<file path="config.mk">
export PLATFORM = sky130hd
export DESIGN_NAME = wrapped_point_in_polygon_core
export DESIGN_NICKNAME = d
export VERILOG_FILES = /design/src/rtl/wpip_pkg.sv /design/src/rtl/wrapped_point_in_polygon_core.sv
export SDC_FILE = /design/constraint.sdc
export NUM_CORES = 2
export LEC_CHECK = 0
export BUFFER_PORTS_ARGS = -buffer_cell sky130_fd_sc_hd__buf_4
export CAP_MARGIN = 20
export CORE_AREA = 3 3 396 398
export DETAILED_ROUTE_END_ITERATION = 6
export DIE_AREA = 0 0 399 401
export PLACE_DENSITY = 0.65
export SYNTH_ARGS = -nofsm -noshare
export SYNTH_HDL_FRONTEND = slang
export SYNTH_SLANG_ARGS = --single-unit
</file>
<file path="constraint.sdc">
create_clock -name clk -period 25.7 [get_ports clk]
set_clock_uncertainty 0.2 [all_clocks]
set_input_delay 5.14 -clock clk [delete_from_list [all_inputs] [get_ports clk]]
set_output_delay 5.14 -clock clk [all_outputs]
set_load 0.02 [all_outputs]
</file>
<file path="src/rtl/wpip_pkg.sv">
// ----------------------------------------------------------------------------
// wpip_pkg
// Widths, register selects and stream layout of the wrapped polygon test.
// ----------------------------------------------------------------------------
`default_nettype none

package wpip_pkg;

	localparam int COORD_WIDTH_DEF = 12;
	localparam int POINT_W         = 11;
	localparam int MAP_W           = 12;
	localparam logic [MAP_W-1:0] MAP_RESET = MAP_W'(64);

	// A wrapped query copy is a point coordinate plus a map size.
	localparam int QUERY_W = ((MAP_W > POINT_W) ? MAP_W : POINT_W) + 1;

	localparam int NUM_COPIES = 4;
	localparam int NUM_EDGES  = 2;

	// Edge slots handled for each item.
	localparam int EDGE_PREV  = 0;
	localparam int EDGE_CLOSE = 1;

	// Stream sideband layout.
	localparam int TUSER_W     = 2;
	localparam int TUSER_FIRST = 0;
	localparam int TUSER_EMPTY = 1;
	localparam int OUT_TDATA_W = 8;

	// Register file: two 32-bit registers at byte addresses 0 and 4.
	localparam int APB_ADDR_W  = 3;
	localparam int APB_DATA_W  = 32;
	localparam int REG_SEL_BIT = 2;

	typedef enum logic {
		REG_MAP_WIDTH  = 1'b0,
		REG_MAP_HEIGHT = 1'b1
	} reg_sel_t;

endpackage

`default_nettype wire

</file>
<file path="src/rtl/wrapped_point_in_polygon_core.sv">
// ----------------------------------------------------------------------------
// wrapped_point_in_polygon_core
// Crossing-number point-in-polygon test for a point and its three copies
// shifted by the map width, the map height and both.
// ----------------------------------------------------------------------------
//  channel    direction  payload
//  s_axis     in         tdata: vertex_x, vertex_y, point_x, point_y
//                        tuser: first_vertex, empty_polygon; tlast: last_vertex
//  m_axis     out        tdata[0]: point_allowed
//  apb        in/out     map_width at 0x0, map_height at 0x4
//
//  One vertex is accepted every cycle while s_axis_tready is high; tvalid of a
//  result rises once the closing or empty item has passed the input, product and
//  result registers. The edge tests of one vertex, for both edges and every copy, run in parallel.
//  A stalled result blocks the product stage only while that holds another
//  result item, and the input stage and the input then stop behind it.
//  Reset sets both map sizes to 64 and clears valid bits and polygon state only.
// ----------------------------------------------------------------------------
`default_nettype none

module wrapped_point_in_polygon_core
	import wpip_pkg::*;
#(
	parameter int COORD_WIDTH = COORD_WIDTH_DEF,
	localparam int TDATA_W = ((2 * COORD_WIDTH + 2 * POINT_W + 7) / 8) * 8
) (
	input  logic                  clk,
	input  logic                  arst_n,

	input  logic                  s_axis_tvalid,
	output logic                  s_axis_tready,
	// vertex_x, vertex_y, point_x, point_y, zero padding
	input  logic [TDATA_W-1:0]    s_axis_tdata,
	// first_vertex, empty_polygon
	input  logic [TUSER_W-1:0]    s_axis_tuser,
	input  logic                  s_axis_tlast,

	output logic                  m_axis_tvalid,
	input  logic                  m_axis_tready,
	// point_allowed, zero padding
	output logic [OUT_TDATA_W-1:0] m_axis_tdata,

	input  logic                  psel,
	input  logic                  penable,
	input  logic                  pwrite,
	input  logic [APB_ADDR_W-1:0] paddr,
	input  logic [APB_DATA_W-1:0] pwdata,
	output logic [APB_DATA_W-1:0] prdata,
	output logic                  pready
);

	localparam int CW  = COORD_WIDTH;
	localparam int OW  = (CW > QUERY_W) ? CW : QUERY_W;
	localparam int DW  = OW + 1;
	localparam int PRW = 2 * DW;

	// Configuration registers.
	logic [MAP_W-1:0] map_width_q, map_height_q;

	// Polygon state.
	logic [CW-1:0]      first_x_q, first_y_q, prev_x_q, prev_y_q;
	logic [POINT_W-1:0] query_x_q, query_y_q;
	logic [NUM_COPIES-1:0] flags_q;

	// Input stage.
	logic               v_s1;
	logic [CW-1:0]      vx_s1, vy_s1;
	logic [POINT_W-1:0] ptx_s1, pty_s1;
	logic               first_s1, last_s1, empty_s1;

	// Product stage.
	logic               v_s2;
	logic               first_s2, last_s2, empty_s2;
	logic                 straddle_s2 [NUM_EDGES][NUM_COPIES];
	logic                 dyneg_s2    [NUM_EDGES][NUM_COPIES];
	logic signed [PRW-1:0] lhs_s2     [NUM_EDGES][NUM_COPIES];
	logic signed [PRW-1:0] rhs_s2     [NUM_EDGES][NUM_COPIES];

	// Result register.
	logic out_valid_q, allowed_q;

	// Flow control.
	logic in_fire, out_ready, res_s2, adv_s2, s2_ready, adv_s1;

	assign out_ready     = !out_valid_q || m_axis_tready;
	assign res_s2        = last_s2 || empty_s2;
	assign adv_s2        = v_s2 && (!res_s2 || out_ready);
	assign s2_ready      = !v_s2 || adv_s2;
	assign adv_s1        = v_s1 && s2_ready;
	assign s_axis_tready = !v_s1 || s2_ready;
	assign in_fire       = s_axis_tvalid && s_axis_tready;

	// ------------------------------------------------------------------
	// Configuration port
	// ------------------------------------------------------------------
	logic     cfg_wr;
	reg_sel_t cfg_sel;

	assign pready  = 1'b1;
	assign cfg_wr  = psel && penable && pwrite && pready;
	assign cfg_sel = reg_sel_t'(paddr[REG_SEL_BIT]);

	always_ff @(posedge clk or negedge arst_n) begin
		if (!arst_n) begin
			map_width_q  <= MAP_RESET;
			map_height_q <= MAP_RESET;
		end else if (cfg_wr) begin
			case (cfg_sel)
				REG_MAP_WIDTH:  map_width_q  <= pwdata[MAP_W-1:0];
				REG_MAP_HEIGHT: map_height_q <= pwdata[MAP_W-1:0];
				default: ;
			endcase
		end
	end

	always_comb begin
		case (cfg_sel)
			REG_MAP_WIDTH:  prdata = APB_DATA_W'(map_width_q);
			REG_MAP_HEIGHT: prdata = APB_DATA_W'(map_height_q);
			default:        prdata = '0;
		endcase
	end

	// ------------------------------------------------------------------
	// Input stage
	// ------------------------------------------------------------------
	always_ff @(posedge clk or negedge arst_n) begin
		if (!arst_n) begin
			v_s1 <= 1'b0;
		end else if (s_axis_tready) begin
			v_s1 <= s_axis_tvalid;
		end
	end

	always_ff @(posedge clk) begin
		if (in_fire) begin
			vx_s1    <= s_axis_tdata[CW-1:0];
			vy_s1    <= s_axis_tdata[2*CW-1:CW];
			ptx_s1   <= s_axis_tdata[2*CW+POINT_W-1:2*CW];
			pty_s1   <= s_axis_tdata[2*CW+2*POINT_W-1:2*CW+POINT_W];
			first_s1 <= s_axis_tuser[TUSER_FIRST];
			empty_s1 <= s_axis_tuser[TUSER_EMPTY];
			last_s1  <= s_axis_tlast;
		end
	end

	// The polygon state follows the items in order as they leave the input stage.
	always_ff @(posedge clk or negedge arst_n) begin
		if (!arst_n) begin
			first_x_q <= '0;
			first_y_q <= '0;
			prev_x_q  <= '0;
			prev_y_q  <= '0;
			query_x_q <= '0;
			query_y_q <= '0;
		end else if (adv_s1 && !empty_s1) begin
			prev_x_q <= vx_s1;
			prev_y_q <= vy_s1;
			if (first_s1) begin
				first_x_q <= vx_s1;
				first_y_q <= vy_s1;
				query_x_q <= ptx_s1;
				query_y_q <= pty_s1;
			end
		end
	end

	// ------------------------------------------------------------------
	// Edge tests: straddle check and the two cross products per copy
	// ------------------------------------------------------------------
	logic [POINT_W-1:0] qx, qy;
	logic [CW-1:0]      fx, fy;
	logic [OW-1:0]      ax [NUM_EDGES];
	logic [OW-1:0]      ay [NUM_EDGES];
	logic [OW-1:0]      bx [NUM_EDGES];
	logic [OW-1:0]      by [NUM_EDGES];
	logic [OW-1:0]      px [NUM_COPIES];
	logic [OW-1:0]      py [NUM_COPIES];
	logic signed [DW-1:0] dy  [NUM_EDGES];
	logic signed [DW-1:0] dbx [NUM_EDGES];
	logic signed [DW-1:0] dpx [NUM_EDGES][NUM_COPIES];
	logic signed [DW-1:0] dpy [NUM_EDGES][NUM_COPIES];
	logic                 straddle_c [NUM_EDGES][NUM_COPIES];
	logic                 dyneg_c    [NUM_EDGES][NUM_COPIES];
	logic signed [PRW-1:0] lhs_c     [NUM_EDGES][NUM_COPIES];
	logic signed [PRW-1:0] rhs_c     [NUM_EDGES][NUM_COPIES];

	always_comb begin
		// A first vertex brings its own query point and closing vertex.
		qx = first_s1 ? ptx_s1 : query_x_q;
		qy = first_s1 ? pty_s1 : query_y_q;
		fx = first_s1 ? vx_s1  : first_x_q;
		fy = first_s1 ? vy_s1  : first_y_q;

		ax[EDGE_PREV]  = OW'(vx_s1);
		ay[EDGE_PREV]  = OW'(vy_s1);
		bx[EDGE_PREV]  = OW'(prev_x_q);
		by[EDGE_PREV]  = OW'(prev_y_q);
		ax[EDGE_CLOSE] = OW'(fx);
		ay[EDGE_CLOSE] = OW'(fy);
		bx[EDGE_CLOSE] = OW'(vx_s1);
		by[EDGE_CLOSE] = OW'(vy_s1);

		for (int k = 0; k < NUM_COPIES; k++) begin
			px[k] = OW'(qx) + (((k & 1) != 0) ? OW'(map_width_q)  : '0);
			py[k] = OW'(qy) + (((k & 2) != 0) ? OW'(map_height_q) : '0);
		end

		for (int e = 0; e < NUM_EDGES; e++) begin
			dy[e]  = $signed({1'b0, by[e]}) - $signed({1'b0, ay[e]});
			dbx[e] = $signed({1'b0, bx[e]}) - $signed({1'b0, ax[e]});
			for (int k = 0; k < NUM_COPIES; k++) begin
				straddle_c[e][k] = (ay[e] > py[k]) != (by[e] > py[k]);
				dyneg_c[e][k]    = by[e] < ay[e];
				dpx[e][k] = $signed({1'b0, px[k]}) - $signed({1'b0, ax[e]});
				dpy[e][k] = $signed({1'b0, py[k]}) - $signed({1'b0, ay[e]});
				lhs_c[e][k] = dpx[e][k] * dy[e];
				rhs_c[e][k] = dbx[e] * dpy[e][k];
			end
		end
	end

	// ------------------------------------------------------------------
	// Product stage
	// ------------------------------------------------------------------
	always_ff @(posedge clk or negedge arst_n) begin
		if (!arst_n) begin
			v_s2 <= 1'b0;
		end else if (s2_ready) begin
			v_s2 <= v_s1;
		end
	end

	always_ff @(posedge clk) begin
		if (adv_s1) begin
			first_s2 <= first_s1;
			last_s2  <= last_s1;
			empty_s2 <= empty_s1;
			straddle_s2 <= straddle_c;
			dyneg_s2    <= dyneg_c;
			lhs_s2      <= lhs_c;
			rhs_s2      <= rhs_c;
		end
	end

	// ------------------------------------------------------------------
	// Parity update and result
	// ------------------------------------------------------------------
	logic [NUM_COPIES-1:0] cross_prev, cross_close, flags_next;

	always_comb begin
		for (int k = 0; k < NUM_COPIES; k++) begin
			cross_prev[k] = straddle_s2[EDGE_PREV][k] && (dyneg_s2[EDGE_PREV][k]
				? (lhs_s2[EDGE_PREV][k] > rhs_s2[EDGE_PREV][k])
				: (lhs_s2[EDGE_PREV][k] < rhs_s2[EDGE_PREV][k]));
			cross_close[k] = straddle_s2[EDGE_CLOSE][k] && (dyneg_s2[EDGE_CLOSE][k]
				? (lhs_s2[EDGE_CLOSE][k] > rhs_s2[EDGE_CLOSE][k])
				: (lhs_s2[EDGE_CLOSE][k] < rhs_s2[EDGE_CLOSE][k]));
		end
		// A first vertex starts from clear flags and has no edge to a previous one.
		flags_next = first_s2 ? '0 : (flags_q ^ cross_prev);
		if (last_s2) begin
			flags_next = flags_next ^ cross_close;
		end
	end

	always_ff @(posedge clk or negedge arst_n) begin
		if (!arst_n) begin
			flags_q <= '0;
		end else if (adv_s2 && !empty_s2) begin
			flags_q <= flags_next;
		end
	end

	always_ff @(posedge clk or negedge arst_n) begin
		if (!arst_n) begin
			out_valid_q <= 1'b0;
		end else if (out_ready) begin
			out_valid_q <= adv_s2 && res_s2;
		end
	end

	always_ff @(posedge clk) begin
		if (out_ready && adv_s2 && res_s2) begin
			allowed_q <= empty_s2 || (|flags_next);
		end
	end

	assign m_axis_tvalid = out_valid_q;
	assign m_axis_tdata  = OUT_TDATA_W'(allowed_q);

endmodule

`default_nettype wire

</file>
Word-level counts from Yosys, hierarchy flattened
Cells that the tools add are included.
{ "word_totals": {"output_inout_bits": 43, "ff_bits": 384, "elab_cells": 138, "inputBits": 93} }
{ "op_classes": {"bitwise_logic": 3, "addsub": 14, "n_reduce_logical": 33, "muxes": 15, "order_cmp": 24, "multipliers": 8, "eq_ne": 4} }
{ "ops": {"columns": ["operator", "count"], "rows": [
  ["> comparator 28 bit", 8],
  ["less-than comparator 28 bit", 8],
  ["multiplier 13 x 13 -> 26 bit", 4],
  ["one-hot mux 32 bit (2 select lines)", 1],
  ["subtractor 13 x 12 -> 14 bit", 4],
  ["multiplier 13 x 14 -> 27 bit", 2],
  ["multiplier 14 x 13 -> 27 bit", 2],
  ["subtractor 11 x 12 -> 13 bit", 4],
  ["subtractor 12 x 12 -> 13 bit", 4],
  ["> comparator 12 x 13 -> 1 bit", 3],
  ["> comparator 12 x 11 -> 1 bit", 3],
  ["adder 11 x 12 -> 13 bit", 2],
  ["less-than comparator 12 bit", 2],
  ["two-way mux 12 bit", 2],
  ["two-way mux 11 bit", 2],
  ["logical AND 1 bit", 18],
  ["two-way mux 1 bit", 8],
  ["two-way mux 4 bit", 2],
  ["XOR 4 bit", 2],
  ["logical NOT 1 bit", 6],
  ["logical OR 1 bit", 6],
  ["!= test 1 bit", 4],
  ["AND reduction 2 bit", 2],
  ["OR reduction 4 bit", 1],
  ["inverter 1 bit", 1]
]} }

Logic depth before layout (Yosys ltp)
{ "logic_depth": {"word_depth": 9, "ltp_mapped": 46, "mapped_depth_nobuf": 43} }

Worst setup path before layout
No wires, ideal clock.
{ "synth_timing": {"path_type": "input port to flip-flop", "start": "input m_axis_tready", "end": "register first_x_q[0]", "arrival_time_ps": 16606, "required_time_ps": 25375, "path_slack_ps": 8769, "n_path_buf": 2, "cell_stages": 7, "cell_sequence": "nand2b_1 > nor2_1 > nor2b_1 > nand2b_1 > clkbuf_1 > clkbuf_1 > mux2_2"} }
{ "synth_via": {"elab_chain_cells": 6} }
{ "synth_rtl": {"columns": ["item", "line", "source"], "rows": [
  ["start, declared", "wrapped_point_in_polygon_core.sv:39", "input logic m_axis_tready,"],
  ["logical OR 1 bit", "wrapped_point_in_polygon_core.sv:85", "assign out_ready = !out_valid_q || m_axis_tready;"],
  ["logical OR 1 bit", "wrapped_point_in_polygon_core.sv:87", "assign adv_s2 = v_s2 && (!res_s2 || out_ready);"],
  ["logical AND 1 bit", "wrapped_point_in_polygon_core.sv:87", null],
  ["logical OR 1 bit", "wrapped_point_in_polygon_core.sv:88", "assign s2_ready = !v_s2 || adv_s2;"],
  ["logical AND 1 bit", "wrapped_point_in_polygon_core.sv:89", "assign adv_s1 = v_s1 && s2_ready;"],
  ["net adv_s1", "wrapped_point_in_polygon_core.sv:83", "logic in_fire, out_ready, res_s2, adv_s2, s2_ready, adv_s1;"],
  ["logical AND 1 bit", "wrapped_point_in_polygon_core.sv:156", "end else if (adv_s1 && !empty_s1) begin"],
  ["end signal, assigned", "wrapped_point_in_polygon_core.sv:160", "first_x_q <= vx_s1;"],
  ["end, declared", "wrapped_point_in_polygon_core.sv:61", "logic [CW-1:0] first_x_q, first_y_q, prev_x_q, prev_y_q;"]
]} }
The timed path passes the listed nets, and every way through them passes these cells.
A chain may end at the register's enable or synchronous reset.

==> results.yml <==
synth:
  ys.warnings.count: 0
  synthCells: 8047
  synthArstFlopShare_pct: 27.2
  syn_area_um2: 76600
  synth_ff_type: "edfxtp_1"
  synth.distinct_cells: 93
  ys_ff_latch: 372
  synth_edf_count: 271
  yosysSeqAreaShare_pct: 13.9
  avgSynthCellArea_um2: 9.52
clocking:
  cts-root-buf: "clkbuf_16"
  cts_made_buffers: 46
  htreeDepth: 2
  ctsResizeCount: 0
  clock-sinks: 372
  hold_buffers: 0
  cts_tree: "built"
  clk_pin_slew_ps: 60
  post-cts-setup-buffers: 0
  clock_latency_ps: 650
  cts_buffer_depth: 3
die:
  die_y_um: 401
  die_area_um2: 160000
  core_area_um2: 154000
  fp-row-count: 144
  die_width_um: 399
  io_pins: 136
  start_util_pct: 49.9
worst_setup_path:
  worstSetupStartpointType: "flop"
  critPathKind: "flop to flop"
  slowest_stage: "buf_4"
  cpPeakStageDelay_ps: 680
  reg2reg_slack_ps: 13580
  crit_path_frequent_cell: "inv_1"
  critPathMaxFanout: 42
  required_ps: 25840
  arrival_ps: 12260
  endpoint_kind: "flop"
  reg2reg_depth: 39
layout:
  largest_registers: "lhs_s2 (106), rhs_s2 (106)"
  final_core_util_pct: 53.3
  stdcell_count: 10200
  fin_nets: 10500
  multi_input_area_um2: 59400
  regArea_um2: 10700
  drive_gt1_share_pct: 5.94
  synthToLayoutAreaGrowth_pct: 6.97
  fillers: 14000
routing:
  drt-initial-drc-count: 4277
  drc: 0
  wl_per_cell_um: 20.9
  postRouteAntennaNets: 0
  vias_per_cell: 5.49
  num_vias: 56200
  dr.pass1.iters: 6
  routed_wl_um: 214000
global_routing:
  top_usage_layer: "met2"
  grt_pass1_vias: 59200
  met3_usage_pct: 4.10
  grtUsageMet2_pct: 44.1
  grtUsageMet1_pct: 36.6
  grt_use_total_pct: 27.4
  antenna_found_initial: 10
  grt_first_pass_wirelength_um: 336000
  grt_overflow: 0
  grt_max_degree: 151
run_status:
  status: "finished, final reports clean"
placed_design:
  place_congestion: 0.955
  port_buffers: 83
  place_inst: 10100
  hpwl_um: 177000
sta:
  max_slew_margin_pct: 17.8
  finalCritPeriodShare_pct: 47.2
  slew_violations: 0
  setup_viol: 0
  tightestPinTransition_ps: 1230
  fmax_ghz: 0.0825
  tns_ps: 0
  layout_min_cycle_time_ps: 12120
  hold_ws_ps: 220
  finalHoldViolCount: 0
  rsz0062_at_grt: "false"
flow_run:
  drv_cap: 0
min_path:
  holdPathStages: 0
  min_path_type: "flop to flop"
-- layout make-up --
cell class	count	area share [%]
timing repair buffer	249	2.30
antenna	1	0.00305
multi-input combinational	5914	72.4
clock inverter	27	0.377
inverter	1571	7.20
sequential	372	13.0
tap	2044	3.12
clock buffer	59	1.56
-- metrics by stage --
stage	setup WS [ps]	cell area (um^2)
after floorplan	8770	76700
after global placement	13850	80300
after detailed placement	13770	80300
after CTS	13720	81900
after global routing	12950	82000
final	13580	82000
-- cell usage in the layout, fill, tap and decap left out, types with 10 or more instances in the layout --
cell | synthesis | layout
nor2_2 | 7 | 10
nand2_1 | 959 | 959
a21o_1 | 98 | 98
o21bai_1 | 51 | 51
and2_1 | 141 | 140
or3_1 | 16 | 16
nand3_1 | 62 | 62
mux2i_1 | 46 | 46
a211oi_1 | 24 | 24
o21ai_0 | 187 | 187
buf_4 | 30 | 247
fa_1 | 1361 | 1361
nand4_1 | 52 | 52
xnor2_2 | 4 | 15
xnor2_1 | 308 | 297
clkbuf_16 | 0 | 48
o21a_1 | 40 | 40
nor2b_1 | 79 | 78
or2_2 | 29 | 29
nor3_1 | 72 | 72
nor2_1 | 645 | 642
xor2_1 | 115 | 109
ha_1 | 931 | 931
nand2b_1 | 88 | 87
a21oi_1 | 260 | 260
dfrtp_1 | 99 | 99
mux2_2 | 59 | 59
and3_1 | 28 | 28
conb_1 | 2 | 28
edfxtp_1 | 271 | 271
inv_1 | 1569 | 1569
a31oi_1 | 20 | 20
o211ai_1 | 21 | 21
a211o_1 | 10 | 10
nor4_1 | 13 | 13
a21boi_0 | 21 | 21
-- kinds of logic (layout without fill, tap and decap cells) --
kind of cell / after synthesis / count (layout) / synth area share (%)
mux: 105 / 105 / 1.47
xor+xnor: 430 / 430 / 5.01
simple gates: 2215 / 2215 / 12.7
buf+inv: 1787 / 1906 / 8.94
other cells: 2 / 29 / 0.00980
fa+ha+maj: 2294 / 2294 / 50.8
compound gates: 842 / 842 / 7.14
flops: 372 / 372 / 13.9
-- cell usage after synthesis, types with 88 or more instances --
master | count | area [um^2]
xor2_1 | 115 | 1010
dfrtp_1 | 99 | 2480
xnor2_1 | 308 | 2700
o21ai_0 | 187 | 936
fa_1 | 1361 | 27200
nand2_1 | 959 | 3600
clkbuf_1 | 161 | 604
nor2_1 | 645 | 2420
nand2b_1 | 88 | 551
ha_1 | 931 | 11600
a21o_1 | 98 | 736
inv_1 | 1569 | 5890
and2_1 | 141 | 882
edfxtp_1 | 271 | 8140
a21oi_1 | 260 | 1300
-- critical path, delay by kind of cell (launching register included) --
kind	cells	cell delay [ps]
adders and majority gates	9	4010
AOI/OAI and AO/OA	12	3130
buffers and inverters	9	1360
xor gates and xnor gates	3	1200
DFF	1	640
and+or+nand+nor	5	630
muxes	1	600
-- routing by layer --
layer  vias to the layer above  wire length [um]
met5                         -                13
met3                       370             16500
li1                      25500                 -
met4                         2             12200
met1                     28400             86400
met2                      1944             98500
-- path summary, 6_finish.rpt --
kind,from,endpoint
hold reg to reg,last_s1,last_s2
setup reg to reg,first_s1,rhs_s2[137]
hold / removal,last_s1,last_s2
min in group asynchronous,arst_n,query_x_q[9]
setup / recovery,first_s1,rhs_s2[137]
max in group asynchronous,arst_n,flags_q[2]
Power is left out: the tool's default activity adds up to more than one toggle a clock period on the data nets, which glitch-free logic cannot reach.
